File: src/sorted_index_range_leb128_encoder_top_macros.svh
// Assertion macros for the run-range LEB128 encoder.
// Used by sorted_index_range_leb128_encoder_top; no other dependencies.
`ifndef SORTED_INDEX_RANGE_LEB128_ENCODER_TOP_MACROS_SVH
`define SORTED_INDEX_RANGE_LEB128_ENCODER_TOP_MACROS_SVH

// Same-cycle implication, checked out of reset
`define SIRL_ASSERT_NOW(label, clk, rst_n, ante, cons) \
	label: assert property (@(posedge clk) disable iff (!rst_n) (ante) |-> (cons)) \
		else $error("same-cycle check failed");

// Next-cycle implication, checked out of reset
`define SIRL_ASSERT_NEXT(label, clk, rst_n, ante, cons) \
	label: assert property (@(posedge clk) disable iff (!rst_n) (ante) |=> (cons)) \
		else $error("next-cycle check failed");

`endif

File: src/sirl_pkg.sv
// Shared types and constants for the run-range LEB128 encoder.
// No dependencies; used by every module in src.
package sirl_pkg;

	localparam int unsigned IDX_W     = 32;
	localparam int unsigned LEB_DIGIT = 7;
	localparam logic [6:0]  LEB_MASK  = 7'h7F;
	localparam logic        LEB_MORE  = 1'b1;

	typedef struct packed {
		logic [IDX_W-1:0] index_value;
		logic             list_end;
	} in_item_t;

	typedef struct packed {
		logic [7:0] out_byte;
		logic       item_done;
		logic       stream_done;
	} out_item_t;

	// Work handed from the run tracker to the serialiser
	typedef struct packed {
		logic       valid;
		logic [2:0] count;
		logic       last;
	} job_ctl_t;

endpackage

File: src/sirl_run.sv
// Run tracker: holds the open run and decides which values an item emits.
// Depends on sirl_pkg.
module sirl_run #(
	parameter int unsigned VALUE_WIDTH = 32
) (
	input  logic                          clk,
	input  logic                          arst_n,
	input  logic                          accept,
	input  sirl_pkg::in_item_t            item,
	output sirl_pkg::job_ctl_t            ctl,
	output logic [3:0][VALUE_WIDTH-1:0]   vals
);

	logic                   open_q;
	logic [VALUE_WIDTH-1:0] first_q;
	logic [VALUE_WIDTH-1:0] extra_q;
	logic [VALUE_WIDTH-1:0] next_q;

	logic                   ext;
	logic                   closed;
	logic [VALUE_WIDTH-1:0] v;
	logic [VALUE_WIDTH-1:0] extra_inc;
	logic [VALUE_WIDTH-1:0] b_first;
	logic [VALUE_WIDTH-1:0] b_extra;

	assign v         = VALUE_WIDTH'(item.index_value);
	assign ext       = open_q && (v == next_q);
	assign closed    = open_q && !ext;
	assign extra_inc = extra_q + VALUE_WIDTH'(1);

	// final run on list end: the extended run, or the new one-index run
	assign b_first = ext ? first_q : v;
	assign b_extra = ext ? extra_inc : '0;

	always_comb begin
		if (closed) begin
			vals[0] = first_q;
			vals[1] = extra_q;
		end else begin
			vals[0] = b_first;
			vals[1] = b_extra;
		end
		vals[2]   = b_first;
		vals[3]   = b_extra;
		ctl.valid = accept;
		ctl.last  = item.list_end;
		ctl.count = (closed ? 3'd2 : 3'd0) + (item.list_end ? 3'd2 : 3'd0);
	end

	always_ff @(posedge clk or negedge arst_n) begin
		if (!arst_n) begin
			open_q  <= 1'b0;
			first_q <= '0;
			extra_q <= '0;
			next_q  <= '0;
		end else if (accept) begin
			if (ext) begin
				extra_q <= extra_inc;
				next_q  <= next_q + VALUE_WIDTH'(1);
			end else begin
				first_q <= v;
				extra_q <= '0;
				next_q  <= v + VALUE_WIDTH'(1);
			end
			open_q <= !item.list_end;
		end
	end

endmodule

File: src/sirl_leb.sv
// LEB128 serialiser: shifts each value out seven bits per cycle into an
// output register while rsp_ready does not stall it. Depends on sirl_pkg.
module sirl_leb #(
	parameter int unsigned VALUE_WIDTH = 32
) (
	input  logic                        clk,
	input  logic                        arst_n,
	input  sirl_pkg::job_ctl_t          ctl,
	input  logic [3:0][VALUE_WIDTH-1:0] vals,
	output logic                        busy,
	output logic                        rsp_valid,
	input  logic                        rsp_ready,
	output sirl_pkg::out_item_t         rsp_item
);

	logic [2:0][VALUE_WIDTH-1:0] q_q;
	logic [VALUE_WIDTH-1:0]      sh_q;
	logic [1:0]                  left_q;
	logic                        act_q;
	logic                        last_q;
	logic                        out_valid_q;
	sirl_pkg::out_item_t         out_q;

	logic                   can_emit;
	logic                   more;
	logic [VALUE_WIDTH-1:0] sh_next;
	logic                   fin;

	assign can_emit  = !out_valid_q || rsp_ready;
	assign sh_next   = sh_q >> sirl_pkg::LEB_DIGIT;
	assign more      = |sh_next;
	assign fin       = !more && (left_q == 2'd0);
	assign busy      = act_q;
	assign rsp_valid = out_valid_q;
	assign rsp_item  = out_q;

	always_ff @(posedge clk) begin
		if (ctl.valid && (ctl.count != 3'd0)) begin
			sh_q   <= vals[0];
			q_q[0] <= vals[1];
			q_q[1] <= vals[2];
			q_q[2] <= vals[3];
		end else if (act_q && can_emit) begin
			if (more) begin
				sh_q <= sh_next;
			end else begin
				// advance to the next queued value
				sh_q   <= q_q[0];
				q_q[0] <= q_q[1];
				q_q[1] <= q_q[2];
			end
		end
		if (act_q && can_emit) begin
			out_q.out_byte    <= {more ? sirl_pkg::LEB_MORE : 1'b0,
				sh_q[6:0] & sirl_pkg::LEB_MASK};
			out_q.item_done   <= fin;
			out_q.stream_done <= fin && last_q;
		end
	end

	always_ff @(posedge clk or negedge arst_n) begin
		if (!arst_n) begin
			act_q       <= 1'b0;
			left_q      <= 2'd0;
			last_q      <= 1'b0;
			out_valid_q <= 1'b0;
		end else begin
			if (ctl.valid && (ctl.count != 3'd0)) begin
				act_q  <= 1'b1;
				left_q <= 2'(ctl.count - 3'd1);
				last_q <= ctl.last;
			end else if (act_q && can_emit) begin
				if (!more) begin
					if (left_q == 2'd0) begin
						act_q <= 1'b0;
					end else begin
						left_q <= left_q - 2'd1;
					end
				end
			end
			if (act_q && can_emit) begin
				out_valid_q <= 1'b1;
			end else if (rsp_ready) begin
				// drop the item once taken
				out_valid_q <= 1'b0;
			end
		end
	end

endmodule

File: src/sorted_index_range_leb128_encoder_top.sv
// Top level of the run-range LEB128 encoder; instantiates sirl_run and
// sirl_leb, uses sirl_pkg and the assertion macro header.
`include "sorted_index_range_leb128_encoder_top_macros.svh"

// Index items arrive sorted, one per handshake. An index that extends the
// open run with list_end clear is accepted without lowering req_ready and
// produces nothing. An index that breaks the run, or one with list_end set,
// produces the LEB128 bytes of the run's start and extra count (and of the
// final run on list end), one byte per cycle unless rsp_ready stalls the
// output, from a shift register that drops seven bits per byte: up to
// ceil(VALUE_WIDTH/7) bytes per value, up to four values per item, 20 bytes
// at the default width. The block holds req_ready low while it serialises,
// also while rsp_ready is low with a byte waiting, and takes the next item
// the cycle after the last byte has entered the output register.
module sorted_index_range_leb128_encoder_top #(
	parameter int unsigned VALUE_WIDTH = 32
) (
	input  logic                clk,
	input  logic                arst_n,
	input  logic                req_valid,
	output logic                req_ready,
	input  sirl_pkg::in_item_t  req_item,
	output logic                rsp_valid,
	input  logic                rsp_ready,
	output sirl_pkg::out_item_t rsp_item
);

	sirl_pkg::job_ctl_t          ctl;
	logic [3:0][VALUE_WIDTH-1:0] vals;
	logic                        busy;
	logic                        accept;

	assign req_ready = !busy;
	assign accept    = req_valid && req_ready;

	sirl_run #(
		.VALUE_WIDTH(VALUE_WIDTH)
	) u_run (
		.clk   (clk),
		.arst_n(arst_n),
		.accept(accept),
		.item  (req_item),
		.ctl   (ctl),
		.vals  (vals)
	);

	sirl_leb #(
		.VALUE_WIDTH(VALUE_WIDTH)
	) u_leb (
		.clk      (clk),
		.arst_n   (arst_n),
		.ctl      (ctl),
		.vals     (vals),
		.busy     (busy),
		.rsp_valid(rsp_valid),
		.rsp_ready(rsp_ready),
		.rsp_item (rsp_item)
	);

	`SIRL_ASSERT_NOW(a_stream_on_item, clk, arst_n,
		rsp_valid && rsp_item.stream_done, rsp_item.item_done)
	`SIRL_ASSERT_NOW(a_cont_not_done, clk, arst_n,
		rsp_valid && rsp_item.out_byte[7], !rsp_item.item_done)
	`SIRL_ASSERT_NEXT(a_end_goes_busy, clk, arst_n,
		accept && req_item.list_end, !req_ready)

endmodule

File: config.mk
export PLATFORM = sky130hd
export DESIGN_NAME = sorted_index_range_leb128_encoder_top
export DESIGN_NICKNAME = d
export VERILOG_FILES = /design/src/sirl_pkg.sv /design/src/sirl_run.sv /design/src/sirl_leb.sv /design/src/sorted_index_range_leb128_encoder_top.sv
export VERILOG_INCLUDE_DIRS = /design/src /design/src/src
export SDC_FILE = /design/constraint.sdc
export NUM_CORES = 1
export LEC_CHECK = 0
export BUFFER_PORTS_ARGS = -buffer_cell sky130_fd_sc_hd__buf_2
export CAP_MARGIN = 20
export CORE_MARGIN = 3
export CORE_UTILIZATION = 60
export CTS_BUF_LIST = sky130_fd_sc_hd__clkbuf_4
export DETAILED_ROUTE_END_ITERATION = 10
export GPL_ROUTABILITY_DRIVEN = 1
export MAX_ROUTING_LAYER = met4
export PLACE_DENSITY = 0.86
export SYNTH_ARGS = -nofsm -noshare
export SYNTH_HDL_FRONTEND = slang
export SYNTH_HIERARCHICAL = 1
export SYNTH_SLANG_ARGS = --single-unit
File: constraint.sdc
create_clock -name clk -period 5 [get_ports clk]
set_input_delay 0.25 -clock clk [delete_from_list [all_inputs] [get_ports clk]]
set_output_delay 0.25 -clock clk [all_outputs]
set_load 0.005 [all_outputs]
# Word-level counts from Yosys, hierarchy flattened
# Cells that the tools add are included.
# totals
output_inout_bits,12
regBits,240
# op_classes
addsub,6
mux,23
n_reduce_logical,22
n_eq_ne,3
# op_table
operator,count
$mux W64,4
$mux W32,6
$add A32 B1 Y32 const B,3
$eq A32 B32 Y1,1
$reduce_or A25 Y1,1
$mux W2,6
$logic_and A1 B1 Y1,7
$mux W1,7
$reduce_and A3 Y1,2
$reduce_bool A2 Y1,3
$logic_not A1 Y1,5
$sub A2 B1 Y2 const B,2
$add A2 B2 Y3,1
$reduce_bool A3 Y1,1
$logic_not A2 Y1,1
$ne A2 B1 Y1 const B,1
$ne A2 B2 Y1 const B,1
$reduce_and A2 Y1,1
$logic_or A1 B1 Y1,1

# Logic depth before layout (Yosys ltp)
# depth
depth_word,10
mapped_depth,14

# By module
# Netlist, hierarchy kept.
# modules_own_cells
mod,cells_per_inst,area_each_um2,instances,seq_area_each_um2
sirl_run,875,7026.7,1,2427.3
sirl_leb,500,5884.4,1,4269.1
sorted_index_range_leb128_encoder_top,2,10.0,1,0.0

# Worst setup path after synthesis
# Ideal clock, no wire load.
# synth_path
path_kind,in2reg
from,input req_item[26] (netlist bit)
to,"register u_leb/q_q[0] (netlist bit), enable pin"
arrival_time_ns,3.717
path_slack_ns,0.865
path_buffers,2
stages,12
t_required_ns,4.582
path_cell_list,clkbuf_1 xnor2_1 nand4_1 or4_4 clkbuf_1 nor2_2 nor2_1 ha_1 o31ai_4 inv_2 a31oi_1 inv_1
# synth_lines
item,line,rtl
from (decl),sorted_index_range_leb128_encoder_top.sv:22,"input sirl_pkg::in_item_t req_item,"
to (decl),sirl_leb.sv:16,logic [2:0][VALUE_WIDTH-1:0] q_q;

==> metrics.cfg <==
[outcome]
status = finished, final reports clean

[power]
clockPowerShare_pct = 28.4
swShare_pct = 32.1
p_switching_mw = 1.89
vdd_drop_max_v = 0.000166
p_per_area_nw_per_um2 = 412
power_frac_seq_pct = 48.9
leakage_nw = 5.61
combPwrFrac_pct = 22.8
internal-power_mw = 4.00

[placement]
dpl.hpwl_um = 22200
place_area_um2 = 13100
pre_cts_slack_ns = 1.01
gp_congestion = 0.905
dp_cells = 1596
port_buffers = 48

[grt]
grt_max_degree = 123
antenna_found_initial = 1
overflow = 0
grt_pass1_vias = 10900
grt_use_total_pct = 31.1
grt_pass1_wl_um = 56700

[routing]
drtIter0Drc = 1192
routed-wl-met2_um = 17100
wire_per_inst_um = 20.7
viasPerCell = 6.28
wl_met1_um = 13100
wirelength_um = 36200
firstDrtPassIters = 6
vias = 11000
route.detailed.drc = 0
wl_met3_um = 3820
topRoutingLayerUsed = met4
ant_nets = 0

[worst_setup_path]
crit_start = u_run/next_q[12]$_DFFE_PN0P_
arrival_ns = 4.47
cp.buffers_inverters = 4
critical_path.slowest_cell = or4_1
start_kind = flop
reg2reg_slack_ns = 0.84
crit_top_cell = buf_4
end_kind = flop
worstPathRequired_ns = 5.31
worstReg2RegStart = u_run/next_q[12]$_DFFE_PN0P_
crit_path_max_incr_delay_ns = 0.60
crit_chain = xnor2_1 -> nand4_1 -> or4_1 -> buf_4 -> nor2_2 -> nor2_1 -> ha_1 -> o31ai_4 -> clkinv_2 -> a31oi_1 -> inv_2 -> buf_4
worst-path-max-fanout = 64
critPathKind = flop to flop
rr_endpoint = u_leb/q_q[47]$_DFFE_PP_
crit_family = simple AND/OR/NAND/NOR gates
rr_worst_depth = 12

[yosys]
netlist_area_um2 = 12900
syn_nets = 1417
avgSynthCellArea_um2 = 9.38
ys_async_sr_fraction_pct = 42.5
synthCells = 1377
yosys.cell_types.count = 62
synth_edf_count = 138
synthFlopType = edfxtp_1
yosys_warnings = 6
synth-seq-cells = 240
ys_seq_area_share_pct = 51.8

[sta]
slew_viol_final = 0
min_period_ns = 4.16
setup_violations = 0
fin_hold_ws_ns = 0.211
fin_skew_ns = 0.0477
final.setup.tns_ns = 0
rsz0062_at_grt = no
finalHoldViolations = 0
period_share_pct = 83.1
worst_pin_slew_ns = 1.05
finalWorstSetupSlack_ns = 0.843
fmax_ghz = 0.241
relSlewSlack_pct = 30.0

[die]
core_um2 = 21100
die_w_um = 153
pin_count = 49
die_area_um2 = 23300
die_y_um = 153
rows = 53
start_util_pct = 61.3

[clock_tree]
cts_buffers = 61
clk_pin_slew_worst_paths_ns = 0.08
cts_max_level = 2
clock_sinks = 240
clock_path_buffers = 3
clk-insertion-delay-late_ns = 0.71
post-cts-setup-buffers = 0
cts_root_buffer = clkbuf_4
cts_tree = done

[finish]
drive_gt1_share_pct = 14.4
final_cell_count_no_fill = 1747
syn2layout_area_growth_pct = 10.6
fin_area_um2 = 14300
fillers = 1505
finalNetCount = 1459

[worst_hold_path]
min_path_type = input port to asynchronous set/reset pin

[flow_run]
cap_violations = 0

==> cell usage in the layout (no fill, tap or decap), types with 28 or more instances in the layout <==
cell type	synthesis	routed
nand2_1	344	344
edfxtp_1	138	138
nor2_1	115	115
dfrtp_1	102	102
clkbuf_4	0	94
a21oi_1	86	86
xnor2_1	72	72
buf_2	23	47
o21ai_0	37	37
dlygate4sd3_1	0	35
mux2_2	33	33
mux2_1	30	30
a31oi_1	29	29
nand3_1	29	28
==> cells in the mapped netlist, drive strengths merged, types with 29 or more instances <==
| master | count | area share, % |
|---|---|---|
| xnor2 | 72 | 4.9 |
| buf | 39 | 1.8 |
| dfrtp | 102 | 20 |
| clkbuf | 83 | 2.4 |
| nand2 | 345 | 10 |
| o21ai | 45 | 1.7 |
| nand3 | 29 | 1.1 |
| edfxtp | 138 | 32 |
| nor2 | 117 | 3.4 |
| a31oi | 29 | 1.4 |
| a21oi | 86 | 3.3 |
| mux2 | 63 | 5.5 |
==> sequential cells by signal, summed over array words and instances, names as in the netlist <==
| signal | flops |
|---|---|
| u_leb/q_q | 96 |
| u_leb/last_q | 1 |
| u_leb/rsp_item | 10 |
| u_leb/rsp_valid | 1 |
| u_run/open_q | 1 |
| u_run/first_q | 32 |
| u_run/next_q | 32 |
| u_leb/busy | 1 |
| u_run/extra_q | 32 |
| u_leb/sh_q | 32 |
| u_leb/left_q | 2 |
==> layout make-up <==
type,instances,area (um2),area share (%)
Antenna cell,1,2.50,0.0175
Clock buffer,94,706,4.94
Clock inverter,21,80.1,0.561
Inverter,17,65.1,0.455
Multi-Input combinational cell,998,5630,39.4
Sequential cell,240,6700,46.9
Tap cell,275,344,2.41
Timing Repair Buffer,101,766,5.36
==> power by group through the flow <==
stage                     logic [mW]  registers [mW]  clock network [mW]
after floorplan                0.941            2.79                   0
after global placement          1.21            2.85                   0
after detailed placement        1.26            2.89                   0
after CTS                       1.30            2.85                1.68
after global routing            1.43            2.91                1.80
final                           1.34            2.88                1.67
==> per-layer routing <==
layer	vias up	global-route usage [%]
met2	761	49.7
met1	5156	37.3
met5	-	-
met4	0	17.0
li1	4885	-
met3	174	6.42
==> worst max-delay path by stage <==
stage / end / slack (ns) / cells past startpoint
6_report: u_leb/q_q[47]$_DFFE_PP_ / 0.84 / 12
5_1_grt: u_leb/q_q[56]$_DFFE_PP_ / 0.66 / 12
4_1_cts: u_leb/q_q[63]$_DFFE_PP_ / 0.97 / 12
3_5_place_dp: u_leb/q_q[44]$_DFFE_PP_ / 1.01 / 13
3_3_place_gp: u_leb/q_q[47]$_DFFE_PP_ / 1.10 / 13
2_1_floorplan: u_leb/q_q[0]$_DFFE_PP_ / 0.86 / 12
==> cell families after synthesis <==
group | share of synthesized area [%]
flip-flops | 51.8
AO/OA/AOI/OAI | 9.48
other | 0.0290
multiplexers | 5.57
adder cells (fa/ha/maj) | 0.291
AND/OR/NAND/NOR | 21.5
buffers and inverters | 4.73
XOR/XNOR | 6.57
==> worst reg2reg max path, stage by stage (launching register included) <==
cell and delay (ns):
dfrtp_1 0.43, xnor2_1 0.23, nand4_1 0.20, or4_1 0.60, buf_4 0.24, nor2_2 0.31
nor2_1 0.08, ha_1 0.35, o31ai_4 0.34, clkinv_2 0.16, a31oi_1 0.34, inv_2 0.06
buf_4 0.40
==> per-stage QoR <==
step	util, %	power, mW
final	67.7	5.89
after global routing	67.7	6.15
after CTS	67.7	5.83
after detailed placement	62.3	4.15
after global placement	62.3	4.07
after floorplan	-	3.73
==> what timing repair did <==
item / CTS / global route
resized for setup: 0 / 0
hold buffers: 35 / 0
hold endpoints to repair: 123 / 0
Note: power is estimated with default switching activity, not from simulation.
